### config.mk
export PLATFORM = sky130hd
export DESIGN_NAME = agu_fifo
export DESIGN_NICKNAME = d
export VERILOG_FILES = /design/src/hw/rtl/agu_pkg.sv /design/src/hw/rtl/agu_fifo.sv
export SDC_FILE = /design/constraint.sdc
export NUM_CORES = 1
export LEC_CHECK = 0
export BUFFER_PORTS_ARGS = -buffer_cell sky130_fd_sc_hd__buf_4
export CAP_MARGIN = 20
export CORE_AREA = 5 5 195 197
export CTS_CLUSTER_SIZE = 10
export DETAILED_ROUTE_END_ITERATION = 12
export DIE_AREA = 0 0 200 202
export GPL_ROUTABILITY_DRIVEN = 1
export PLACE_DENSITY = 0.58
export SETUP_SLACK_MARGIN = 0.02
export SYNTH_ARGS = -nofsm -noshare
export SYNTH_HDL_FRONTEND = slang
export SYNTH_SLANG_ARGS = --single-unit
export TNS_END_PERCENT = 1
### constraint.sdc
create_clock -name clk -period 4.9 [get_ports clk]
set_clock_uncertainty 0.1 [all_clocks]
set_input_delay 0.245 -clock clk [delete_from_list [all_inputs] [get_ports clk]]
set_output_delay 0.245 -clock clk [all_outputs]
set_load 0.05 [all_outputs]
### src/hw/rtl/agu_pkg.sv
// Package for the Adagrad parameter update block: widths, fixed-point
// constants, register indexes and the types shared between the modules.
// No dependencies.
`default_nettype none
package agu_pkg;
	localparam int W     = 32;              // data width
	localparam int F     = 16;              // fraction bits
	localparam int RADW  = W + F;           // sqrt radicand width
	localparam int ROOTW = RADW / 2;        // root width
	localparam int REMW  = ROOTW + 2;       // sqrt remainder width
	localparam int ADJW  = W + F;           // decayed rate width
	localparam int NUMW  = ADJW + W;        // step dividend width
	localparam int QW    = W + 1;           // step quotient width
	localparam int CNTW  = $clog2(ADJW);
	localparam int FIFO_DEPTH = 4;
	localparam int FPW   = $clog2(FIFO_DEPTH);

	localparam logic [W-1:0]   MAXU  = {W{1'b1}};
	localparam logic [W-1:0]   SMIN  = {1'b1, {(W-1){1'b0}}};
	localparam logic [W-1:0]   SMAX  = {1'b0, {(W-1){1'b1}}};
	localparam logic [2*W:0]   ONE_Q = (2*W+1)'(1) << F;

	typedef enum logic [2:0] {
		REG_LEARNING_RATE = 3'd0,
		REG_STEP_COUNT    = 3'd1,
		REG_DECAY_RATE    = 3'd2,
		REG_EPSILON       = 3'd3,
		REG_L2_WEIGHT     = 3'd4
	} agu_reg_t;

	// one element between front and back
	typedef struct packed {
		logic [W-1:0] x;
		logic         neg;
		logic [W-1:0] gm;
		logic [W-1:0] hn;
		logic         flag;
	} agu_item_t;

	// decayed rate unit status
	typedef struct packed {
		logic [ADJW-1:0] adj;
		logic            dflag;
		logic            busy;
	} agu_rate_t;
endpackage
`default_nettype wire

### src/hw/rtl/agu_fifo.sv
// Short queue between front and back pipelines.
// Depends on agu_pkg.
`default_nettype none
module agu_fifo import agu_pkg::*; (
	input  wire logic      clk,
	input  wire logic      arst_n,
	input  wire logic      push,
	input  wire agu_item_t push_item,
	input  wire logic      pop,
	output      logic      full,
	output      logic      valid,
	output      agu_item_t pop_item
);
	agu_item_t      mem [FIFO_DEPTH];
	logic [FPW-1:0] wr_q, rd_q;
	logic [FPW:0]   cnt_q;

	assign full     = cnt_q == (FPW+1)'(FIFO_DEPTH);
	assign valid    = cnt_q != '0;
	assign pop_item = mem[rd_q];

	always_ff @(posedge clk or negedge arst_n) begin
		if (!arst_n) begin
			wr_q  <= '0;
			rd_q  <= '0;
			cnt_q <= '0;
		end else begin
			if (push) wr_q <= wr_q + 1'b1;
			if (pop)  rd_q <= rd_q + 1'b1;
			case ({push, pop})
				2'b10:   cnt_q <= cnt_q + 1'b1;
				2'b01:   cnt_q <= cnt_q - 1'b1;
				default: cnt_q <= cnt_q;
			endcase
		end
	end

	always_ff @(posedge clk) begin
		if (push) mem[wr_q] <= push_item;
	end
endmodule
`default_nettype wire

# [Word level (Yosys, flattened, before mapping)]
# Memory sizes are Yosys's and may differ from the RTL's.
# Index checks and enable logic that the tools add are counted.
[word_totals] ff_bits=7 n_memories=1 out_inout_bits=100 word_cells=16 input_bits=102 ramBits=392
[mem_list] name="mem" words=4 width=98 rd=1 rd_ports_with_merged_regs=0 write_ports=1 line="agu_fifo.sv:14" source="agu_item_t mem [FIFO_DEPTH];"
[classes] n_addsub=4 muxes=3 n_eq_ne=3 reduce_logical=2
[ops] operator="$pmux 3 s2" n=1
[ops] operator="$add 2x1->2 const B" n=2
[ops] operator="$add 3x1->3 const B" n=1
[ops] operator="$eq 3x3->1 const B" n=1
[ops] operator="$reduce_bool 3->1" n=1
[ops] operator="$sub 3x1->3 const B" n=1
[ops] operator="$eq 2x1->1 const B" n=1
[ops] operator="$eq 2x2->1 const B" n=1
[ops] operator="$mux 1" n=2
[ops] operator="$reduce_bool 2->1" n=1

# [Logic depth before layout (Yosys ltp)]
[depth] ltp_word=2 mapped_depth=7 mapped_depth_nobuf=7

# [Worst setup path after synthesis]
# No wires, ideal clock.
[synth_timing] path_type="register to register" start="register wr_q[0]" end="memory mem[0][0] (netlist name) (enable)" setup_time_ps=468 t_required_ps=4332 stages_incl_launch_ff=4 arrival_ps=2887 n_path_buf=0 slack_ps=1446 period_less_slack_ps=3454 path_cell_list="dfrtp_1 inv_1 ha_1 and2_1"
[synth_rtl] element="start, declared" line="agu_fifo.sv:15" source="logic [FPW-1:0] wr_q, rd_q;"
[synth_rtl] element="start signal, assigned" line="agu_fifo.sv:28" source="if (push) wr_q <= wr_q + 1'b1;"
[synth_rtl] element="end, declared" line="agu_fifo.sv:14"
# Straight into the memory's write port.

==> results.md <==
- Status: completed
- Crit path cell chain: buf_4 -> mux4_2 -> buf_4
- DP Cell Count: 1207
- Gr usage total: 14.3%
- Most common cell after layout, fill and taps aside: edfxtp_1
- Die height: 202 um
- Maxcap violations: 0
- Post-synthesis compound-gate area fraction: 0.0342%
- Post-DP HPWL: 17400 um
- Leakage: 6.52 nW
- CTS tree: yes
- Initial core utilization: 40.6%
- Fill cell count: 2850
- CTS buffer count: 46
- Maximum number of pins on one net before global-route repair: 51
- Synth top area share: 80.4%
- Slew Limit Fails: 0
- Core ar.: 36100 um^2
- Worst-path clk slew: 0.05 ns
- Fin Setup TNS: 0 ns
- Leading area contributor after synthesis: edfxtp_1
- Maximum vdd drop: 0.453 mV
- Design Power: 12.6 mW
- Area share of fa/ha/maj cells after synthesis: 0.564%
- Synth Net Count: 656
- Worst Setup Start Kind: flip-flop
- Port bufs: 201
- Deepest clock path buffer count: 3
- Cell Rows: 70
- Dpl ws: 2.11 ns
- Multi-input gate area: 2420 um^2
- Final setup fails: 0
- Main area contributors after synthesis: edfxtp_1 80%, mux4_2 15%, buf_12 1.4%, dfrtp_1 1.2%, ha_1 0.43%
- Vias per Instance: 4.95
- Setup crit end kind: primary output
- Final Net Count: 997
- CTS H-tree depth: 2
- Final Cell Area: 18900 um^2
- Post-route ant nets: 0
- DR iter-0 viols: 286
- Root Buffer: clkbuf_16
- Share of cells above drive strength 1: 40.3%
- 1st-pass router iterations: 4
- Slew HR: 39.1%
- Crit path largest cell delay: 1.00 ns
- Hold Vio Cnt, Final: 0
- Synth warn: 0
- DR DRC count: 0
- Clock net sink count: 399
- Final wirelength: 28800 um
- Yosys reg bits: 399
- Syn_area_per_cell: 26.7 um^2
- Achievable Freq: 0.307 GHz
- Worst-margin pin slew: 0.914 ns
- Yosys cell types: 19
- First-pass GRT wire length: 44500 um
- Routability congestion estimate from global placement: 0.705
- Part of the Yosys area used for sequential elements: 81.6%
- Vias in the first global route: 7833
- GRT Residual Overflow: 0
- Multiplexer share of the synthesized area: 15.1%
- Hold Crit Class: input pin to flip-flop
- Fin cells: 1380
- Chip width: 200 um
- Area delta synth->final: 29.1%
- Unrepaired setup endpoints after global routing: no
- Simple-Gate Fraction of Synth Area: 0.333%
- Mapped Area: 14600 um^2
- CP max-delay cell: dfrtp_4
- Synth Area in XOR/XNOR: 0.359%
- Critical path type: flip-flop to primary output
- Io pins: 202
- Clk Latency, worst-skew pair: 0.53 ns
- CP Max Fanout: 43
- CP Data Required Time: 4.55 ns
- Post-Synthesis Cells: 548
- Die area: 40400 um^2
- Initial antenna violation count: 1
- Commonest non-fill, non-tap cells in the layout: 392 x edfxtp_1, 212 x buf_4, 102 x dlygate4sd3_1
- Routed via count: 6831
- Post-CTS Setup Bufs: 0
- Pwr dens: 667 nW/um^2
- Worst setup margin: 1.64 ns
- WL/cell: 20.9 um
- Main combinational cell family by area after synthesis: multiplexers
- Worst Path Arrival: 2.91 ns
- Most frequent CP cell: buf_4
- Fin crit share: 66.4%
- FF+latch area: 12000 um^2
- Placed Area: 16600 um^2
- Final min period: 3.26 ns
-- final timing paths --
path	cells after the start	slack (ns)	from	end
min in group asynchronous	3	0.60	arst_n	cnt_q[1]$_DFFE_PN0P_
worst max-delay path	3	1.64	rd_q[0]$_DFFE_PN0P_	pop_item[52]
max in group asynchronous	3	3.79	arst_n	rd_q[0]$_DFFE_PN0P_
worst max register to register	4	2.62	wr_q[0]$_DFFE_PN0P_	mem[0][63]$_DFFE_PP_
worst min register to register	1	0.38	cnt_q[2]$_DFFE_PN0P_	cnt_q[2]$_DFFE_PN0P_
worst min-delay path	2	0.36	push_item[95]	mem[3][95]$_DFFE_PP_
-- cell type report --
cell class,instances,area share (%)
timing repair buffer,315,13.9
clock inverter,3,0.232
multi-input combinational,121,12.8
clock buffer,67,6.62
inverter,6,0.119
sequential,399,63.2
tap,468,3.10
antenna,1,0.0132
-- stage by stage --
stage / hold slack [ns] / util, %
6_report: 0.356 / 52.4
3_5_place_dp: -0.0316 / 46.0
4_1_cts: 0.324 / 52.4
5_1_grt: 0.341 / 52.4
3_3_place_gp: -0.0355 / 46.0
2_1_floorplan: -0.151 / -
-- worst max-delay path: cells and delay by family (launching register included) --
| family | cells | cell delay [ns] |
|---|---|---|
| buffers and inverters | 2 | 0.74 |
| multiplexers | 1 | 0.58 |
| flip-flops | 1 | 1.00 |
-- power by group --
part           total (mW)  internal (mW)  switching (mW)
combinational        4.84           1.71            3.13
sequential           4.80           4.47           0.329
clock                2.97           1.79            1.18
total                12.6           7.97            4.64
-- cells in the mapped netlist --
master    count
edfxtp_1    392
mux4_2       98
buf_12       10
buf_2        10
dfrtp_1       7
inv_1         6
ha_1          5
and2_1        4
xor2_1        4
nand2_1       2
xnor2_1       2
and3_1        1
buf_4         1
buf_6         1
fa_1          1
mux2i_1       1
nor2_1        1
o21ai_0       1
or3_1         1
-- flip-flops by register name, indices dropped and copies added, names as in the netlist --
register,flops
mem,392
rd_q,2
cnt_q,3
wr_q,2
-- repair_timing --
action | in CTS | in global routing
gates resized for setup | 0 | 0
endpoints found under the setup margin | 0 | 0
hold buffers | 102 | 0
hold endpoints to repair | 403 | 0
-- cell families (layout without fill, tap and decap cells) --
| group | Yosys count | after routing |
|---|---|---|
| flops | 399 | 399 |
| fa+ha+maj | 6 | 6 |
| mux | 99 | 99 |
| buf+inv | 28 | 391 |
| compound gates | 1 | 1 |
| xor+xnor | 6 | 6 |
| simple gates | 9 | 9 |
| other cells | 0 | 1 |
-- layer usage --
| layer | track usage, % | share of wire [%] | vias up | wire (um) |
|---|---|---|---|---|
| li1 | - | - | 3032 | - |
| met1 | 18.3 | 41 | 3581 | 11800 |
| met2 | 24.4 | 51 | 178 | 14600 |
| met3 | 3.73 | 6.5 | 40 | 1880 |
| met4 | 3.42 | 1.7 | 0 | 499 |
| met5 | 0 | 0 | - | 0 |
Note: power is estimated with default switching activity, not from simulation.
