===== config.mk =====
export PLATFORM = sky130hd
export DESIGN_NAME = agu_rate
export DESIGN_NICKNAME = d
export VERILOG_FILES = /design/src/hw/rtl/agu_pkg.sv /design/src/hw/rtl/agu_rate.sv
export SDC_FILE = /design/constraint.sdc
export NUM_CORES = 2
export LEC_CHECK = 0
export BUFFER_PORTS_ARGS = -buffer_cell sky130_fd_sc_hd__buf_4
export CORE_MARGIN = 5
export CORE_UTILIZATION = 66
export CTS_CLUSTER_SIZE = 24
export DETAILED_ROUTE_END_ITERATION = 6
export GPL_TIMING_DRIVEN = 1
export PLACE_DENSITY_LB_ADDON = 0.15
export SLEW_MARGIN = 20
export SYNTH_ARGS = -nofsm -noshare
export SYNTH_HDL_FRONTEND = slang
export SYNTH_SLANG_ARGS = --single-unit
export TNS_END_PERCENT = 5

===== constraint.sdc =====
create_clock -name clk -period 4.35 [get_ports clk]
set_input_delay 0.87 -clock clk [delete_from_list [all_inputs] [get_ports clk]]
set_output_delay 0.87 -clock clk [all_outputs]
set_load 0.01 [all_outputs]

===== src/hw/rtl/agu_pkg.sv =====
// Package for the Adagrad parameter update block: widths, fixed-point
// constants, register indexes and the types shared between the modules.
// No dependencies.
`default_nettype none
package agu_pkg;
	localparam int W     = 32;              // data width
	localparam int F     = 16;              // fraction bits
	localparam int RADW  = W + F;           // sqrt radicand width
	localparam int ROOTW = RADW / 2;        // root width
	localparam int REMW  = ROOTW + 2;       // sqrt remainder width
	localparam int ADJW  = W + F;           // decayed rate width
	localparam int NUMW  = ADJW + W;        // step dividend width
	localparam int QW    = W + 1;           // step quotient width
	localparam int CNTW  = $clog2(ADJW);
	localparam int FIFO_DEPTH = 4;
	localparam int FPW   = $clog2(FIFO_DEPTH);

	localparam logic [W-1:0]   MAXU  = {W{1'b1}};
	localparam logic [W-1:0]   SMIN  = {1'b1, {(W-1){1'b0}}};
	localparam logic [W-1:0]   SMAX  = {1'b0, {(W-1){1'b1}}};
	localparam logic [2*W:0]   ONE_Q = (2*W+1)'(1) << F;

	typedef enum logic [2:0] {
		REG_LEARNING_RATE = 3'd0,
		REG_STEP_COUNT    = 3'd1,
		REG_DECAY_RATE    = 3'd2,
		REG_EPSILON       = 3'd3,
		REG_L2_WEIGHT     = 3'd4
	} agu_reg_t;

	// one element between front and back
	typedef struct packed {
		logic [W-1:0] x;
		logic         neg;
		logic [W-1:0] gm;
		logic [W-1:0] hn;
		logic         flag;
	} agu_item_t;

	// decayed rate unit status
	typedef struct packed {
		logic [ADJW-1:0] adj;
		logic            dflag;
		logic            busy;
	} agu_rate_t;
endpackage
`default_nettype wire


===== src/hw/rtl/agu_rate.sv =====
// Decayed learning rate unit: learning_rate / (1 + step_count*decay_rate),
// one quotient bit a cycle. Depends on agu_pkg.
`default_nettype none
module agu_rate import agu_pkg::*; (
	input  wire logic         clk,
	input  wire logic         arst_n,
	input  wire logic         start,
	input  wire logic [W-1:0] learning_rate,
	input  wire logic [W-1:0] step_count,
	input  wire logic [W-1:0] decay_rate,
	output agu_rate_t         rate
);
	typedef enum logic [2:0] {ST_IDLE, ST_MUL, ST_LOAD, ST_DIV, ST_DONE} state_t;

	state_t          state_q;
	logic [2*W-1:0]  td_q;
	logic [W-1:0]    d_q;
	logic            dsat_q;
	logic [W-1:0]    rem_q;
	logic [ADJW-1:0] nq_q;
	logic [CNTW-1:0] cnt_q;
	logic [ADJW-1:0] adj_q;
	logic            dflag_q;

	logic [2*W:0]    dsum;
	logic [W:0]      r;
	logic            ge;

	assign dsum = {1'b0, td_q} + ONE_Q;
	assign r    = {rem_q, nq_q[ADJW-1]};
	assign ge   = r >= {1'b0, d_q};

	always_ff @(posedge clk or negedge arst_n) begin
		if (!arst_n) begin
			state_q <= ST_IDLE;
			td_q    <= '0;
			d_q     <= '0;
			dsat_q  <= 1'b0;
			rem_q   <= '0;
			nq_q    <= '0;
			cnt_q   <= '0;
			adj_q   <= '0;
			dflag_q <= 1'b0;
		end else if (start) begin
			state_q <= ST_MUL;
		end else begin
			case (state_q)
				ST_MUL: begin
					td_q    <= step_count * decay_rate;
					state_q <= ST_LOAD;
				end
				ST_LOAD: begin
					dsat_q  <= |dsum[2*W:W];
					d_q     <= (|dsum[2*W:W]) ? MAXU : dsum[W-1:0];
					rem_q   <= '0;
					nq_q    <= {learning_rate, {F{1'b0}}};
					cnt_q   <= CNTW'(ADJW - 1);
					state_q <= ST_DIV;
				end
				ST_DIV: begin
					rem_q <= ge ? W'(r - {1'b0, d_q}) : r[W-1:0];
					nq_q  <= {nq_q[ADJW-2:0], ge};
					cnt_q <= cnt_q - 1'b1;
					if (cnt_q == '0) begin
						state_q <= ST_DONE;
					end
				end
				ST_DONE: begin
					adj_q   <= nq_q;
					dflag_q <= dsat_q;
					state_q <= ST_IDLE;
				end
				default: state_q <= ST_IDLE;
			endcase
		end
	end

	assign rate.adj   = adj_q;
	assign rate.dflag = dflag_q;
	assign rate.busy  = (state_q != ST_IDLE);
endmodule
`default_nettype wire


**Word-level counts from Yosys, hierarchy flattened**

Index checks and enable logic that the tools add are counted.

- Word-level logic and storage cells: 36
- Input bits: 99
- Output and inout port bits: 50
- Bits in registers: 235

- $mul: 1
- Reductions and logical operators: 8
- Add/sub/neg operators: 3
- Bitwise operators: 1
- Eq/ne operators: 5
- Mux-type cells: 8
- Order comparisons: 1

Operators with widths:

| operator | count |
|---|---|
| $pmux 48 s2 | 1 |
| $add 64x17->65 const B | 1 |
| $mul 32x32->64 | 1 |
| $mux 32 | 2 |
| $pmux 32 s2 | 1 |
| $ge 33x32->1 | 1 |
| $reduce_or 33->1 | 1 |
| $sub 32x32->32 | 1 |
| $pmux 6 s2 | 1 |
| $pmux 3 s3 | 1 |
| $reduce_and 2->1 | 4 |
| $eq 3x2->1 const B | 2 |
| $logic_not 6->1 | 1 |
| $mux 3 | 2 |
| $sub 6x1->6 const B | 1 |
| $eq 3x1->1 const B | 1 |
| $eq 3x3->1 const B | 1 |
| $ne 3x3->1 const B | 1 |
| $reduce_bool 3->1 | 1 |
| $reduce_bool 2->1 | 1 |
| $not 1->1 | 1 |

**Logic depth before layout (Yosys ltp)**

- Depth in word-level cells: 4
- Gate-level depth with buffers: 31
- Gate-level depth less buffers: 29

**Worst setup path before layout**

No wires, ideal clock.

- Path kind: input to register
- From: input port decay_rate[2]
- To: register td_q[57]
- Data arrival time: 7.657 ns
- Setup time: 0.135 ns
- Slack: -3.442 ns
- Required time: 4.215 ns
- Buffers on the path: 2
- Stages on the path: 29
- Cell sequence: clkbuf_1 -> and2_1 -> fa_1 -> inv_1 -> fa_1 -> fa_1 -> fa_1 -> inv_1 -> fa_1 -> inv_1 -> fa_1 -> inv_1 -> fa_1 -> inv_1 -> fa_1 -> inv_1 -> ha_1 -> clkbuf_1 -> a21o_1 -> a21oi_1 -> o21ai_0 -> a21oi_1 -> nand2_1 -> a221oi_1 -> o31a_1 -> o21ai_1 -> a311oi_1 -> xor2_1 -> o21ai_0

- Cells in the longest elaborated chain, start to end: 1

Ends and longest elaborated chain:

| what | line | text |
|---|---|---|
| from (decl) | agu_rate.sv:10 | `input wire logic [W-1:0] decay_rate,` |
| $mul 32x32->64 | agu_rate.sv:49 | `td_q <= step_count * decay_rate;` |
| to (signal assigned) | agu_rate.sv:49 |  |
| to (decl) | agu_rate.sv:16 | `logic [2*W-1:0] td_q;` |

No other way between the ends.
A chain may end at the register's enable or synchronous reset.

**Worst setup path after layout**

- From: input port step_count[11]
- To: register td_q[59]

- Cells in the longest elaborated chain, start to end: 1

Ends and longest elaborated chain:

| what | line | text |
|---|---|---|
| from (decl) | agu_rate.sv:9 | `input wire logic [W-1:0] step_count,` |
| $mul 32x32->64 | agu_rate.sv:49 |  |

No other way between the ends.

==> impl_results.md <==
- Via count: 34.3k
- Die height: around 270 um
- Reg-to-reg critical path startpoint: td_q[16]$_DFFE_PN0P_
- Status: finished with violations
- Total core area: 0.0674 mm^2
- Max cap viols: 0
- Htree depth: 1
- Final Wtd Congestion: around 0.95
- TritonCTS buffer count: 22
- Syn nets: about 6.2k
- Synth top area share: 0.399
- FF/Latch Area: slightly below 0.006 mm^2
- Hold WC Path Type: input port to asynchronous set/reset pin
- Setup TNS Final: -132120 ps
- Largest net degree at the start of global routing: between 100 and 150
- Seq/Total Area, Yosys: 0.131
- Crit Path Max Fanout: 7
- Setup Viol. Count Final: 57
- Syn Inst Count: 4881
- RSZ-0062 raised after global routing: yes
- Worst-Skew Late Latency: 530 ps
- Antenna violations before repair: 1
- Post-synthesis async set-or-reset flop share: 1.00
- Most common cell after layout, fill and taps aside: inv_1
- Cts hold-fix bufs: 0
- Main synth FF type: dfrtp_1
- Mapped Area: roughly 0.045 mm^2
- Clk root buf: clkbuf_16
- Input/output buffers: approximately 150
- Vias/cell: around 5.6
- TritonCTS clock tree: built
- Tightest Pin Transition: 1080 ps
- Synth top area cells: fa_1 40%, dfrtp_1 13%, and2_1 8.5%, ha_1 8.3%, inv_1 7.6%
- Average cell area after synthesis: 9.21 um^2
- Post-synth EDFFs: 0
- Worst r2r path cells: 11
- Worst reg2reg endpoint: d_q[4]$_DFFE_PN0P_
- First-pass GRT wire length: approximately 190 mm
- Req. time, crit path: around 4800 ps
- Crit path launch type: input port
- Failing checks: negative setup slack
- Drt first pass iters: 6
- CP max stage delay: 560 ps
- Clock-pin slew on the worst setup and hold paths: about 70 ps
- Fill count: between 4k and 5k
- Antenna Cells: 0
- Worst Setup End Kind: flip-flop
- Drt initial violations: about 2.4k
- DIE AREA: ~0.073 mm^2
- Area Growth Syn to Fin: 14.1%
- Design area: 0.0513 mm^2
- Min Tclk post-route: between 7000 and 8000 ps
- Antenna viol nets, final: 0
- Area of the multi-input gates: 0.0354 mm^2
- Commonest non-fill, non-tap cells in the layout: 898 x inv_1, 878 x fa_1, 631 x nand2_1
- Final Worst Setup Slack: -2930 ps
- Ratio of cells with drive above 1 in the final layout: 0.155
- CP arrival: around 7700 ps
- Placed Area: 0.0496 mm^2
- # IOs: around 150
- Starting Density: 0.667
- GR Overflow Total: 0
- Fmax: between 0.1 and 0.15 GHz
- Reg-to-reg slack, setup: roughly 530 ps
- DP HPWL: between 90 and 100 mm
- Drt drc: 0
- Row count: 95
- Yosys reg bits: ~240
- Crit Path Category: input port to flip-flop
- Critical-path top delay cell: fa_1
- Yosys Warn Count: 0
- Clock skew: approximately 27 ps
- CP most frequent cell: fa_1
- Area leader, netlist: fa_1
- DRT Wirelength: between 100 and 150 mm
- Slew headroom: 0.278
- Slew Viols, Final: 0
- Fin crit share: 1.67
- Synth unique cells: between 70 and 80
- Total GRT Usage: 0.308
- Worst-case clock buffer depth: 3
- Layout Nets: between 6k and 7k
- Vias in the first global route: ~36k
- Post-DR wirelength/cell: 18.4 um
- Die width: 271 um
- Fin. Hold Viols: 0
- Clock sinks: around 240
[cell type report]
type | instances | area share
Multi-Input combinational cell | 3462 | 0.689
Sequential cell | 235 | 0.115
Timing Repair Buffer | 577 | 0.0941
Inverter | 908 | 0.0664
Tap cell | 873 | 0.0213
Clock buffer | 31 | 0.0124
Clock inverter | 9 | 0.00229
[sequential cells by signal (all words and copies together) (netlist names)]
register,cells
td_q,64
state_q,3
dflag_q,1
cnt_q,6
adj_q,48
nq_q,48
d_q,32
dsat_q,1
rem_q,32
[metal layers]
layer | share of wire | wire, um | vias to the layer above | track usage
met5 | 0 | 0 | - | 0
met4 | 0.025 | 2770 | 0 | 0.0729
met1 | 0.41 | 46200 | 17300 | 0.427
met2 | 0.49 | 54800 | 1256 | 0.523
met3 | 0.075 | 8370 | 198 | 0.0416
li1 | - | - | 15500 | -
[stage by stage]
step	cells	hold slack (ps)	setup WS (ps)	utilization
finish	6095	358	-2930	0.761
global route	6095	467	-3130	0.761
CTS	6087	478	-2900	0.757
detailed placement	6044	471	-3670	0.736
global placement	6044	459	-3580	0.736
floorplan	4881	440	-3150	-
[worst max path at each step]
stage                               from                   end  slack [ps]  cells past startpoint
final                     step_count[11]  td_q[59]$_DFFE_PN0P_       -2930                     29
after floorplan            decay_rate[6]  td_q[60]$_DFFE_PN0P_       -3150                     28
after global routing       decay_rate[5]  td_q[59]$_DFFE_PN0P_       -3130                     29
after detailed placement  step_count[10]  td_q[60]$_DFFE_PN0P_       -3670                     26
after global placement     step_count[9]  td_q[60]$_DFFE_PN0P_       -3580                     26
after CTS                 step_count[11]  td_q[59]$_DFFE_PN0P_       -2900                     27
[Yosys cell counts, drive strengths merged (4+ instances only)]
cell and instances:
nor4 6, o41ai 5, nand4 34, ha 298, nor3 23, a21boi 5
a21o 52, o21ai 145, a21oi 159, and3 20, mux2 49, fa 897
o31ai 7, and2 611, o21a 9, nor2b 14, a211oi 12, clkbuf 264
xnor2 64, o21bai 11, xor2 53, and4 12, nand2 635, mux2i 39
dfrtp 235, a31oi 22, o311ai 7, nor2 104, nand3 65, nor3b 6
buf 12, or3 6, a221oi 5, a31o 4, nand2b 10, o211ai 10
o22a 28, inv 908, a32oi 6
[logic make-up after synthesis]
kind of cell | Yosys count | share of synthesized area
DFF | 235 | 0.131
and+or+nand+nor | 1557 | 0.175
xor gates and xnor gates | 117 | 0.0228
buffers and inverters | 1184 | 0.0993
muxes | 88 | 0.0210
AOI/OAI and AO/OA | 505 | 0.0691
adders and majority gates | 1195 | 0.482
[worst max-delay path, delay by kind of cell]
family / cells / cell delay [ps]
AND/OR/NAND/NOR: 3 / 360
adder cells (fa/ha/maj): 9 / 4280
XOR/XNOR: 1 / 150
buffers and inverters: 8 / 560
AO/OA/AOI/OAI: 8 / 1450
[timing repair]
| action | 4_1_cts | 5_1_grt |
|---|---|---|
| setup buffers | 2 | 8 |
| gates resized for setup | 120 | 77 |
| setup endpoints to repair | 57 | 58 |
| pin swaps | 45 | 60 |
| cloned | 1 | 0 |
Power is not shown: default switching activity piles up to over one toggle a cycle in this logic, so the estimate is an artifact.
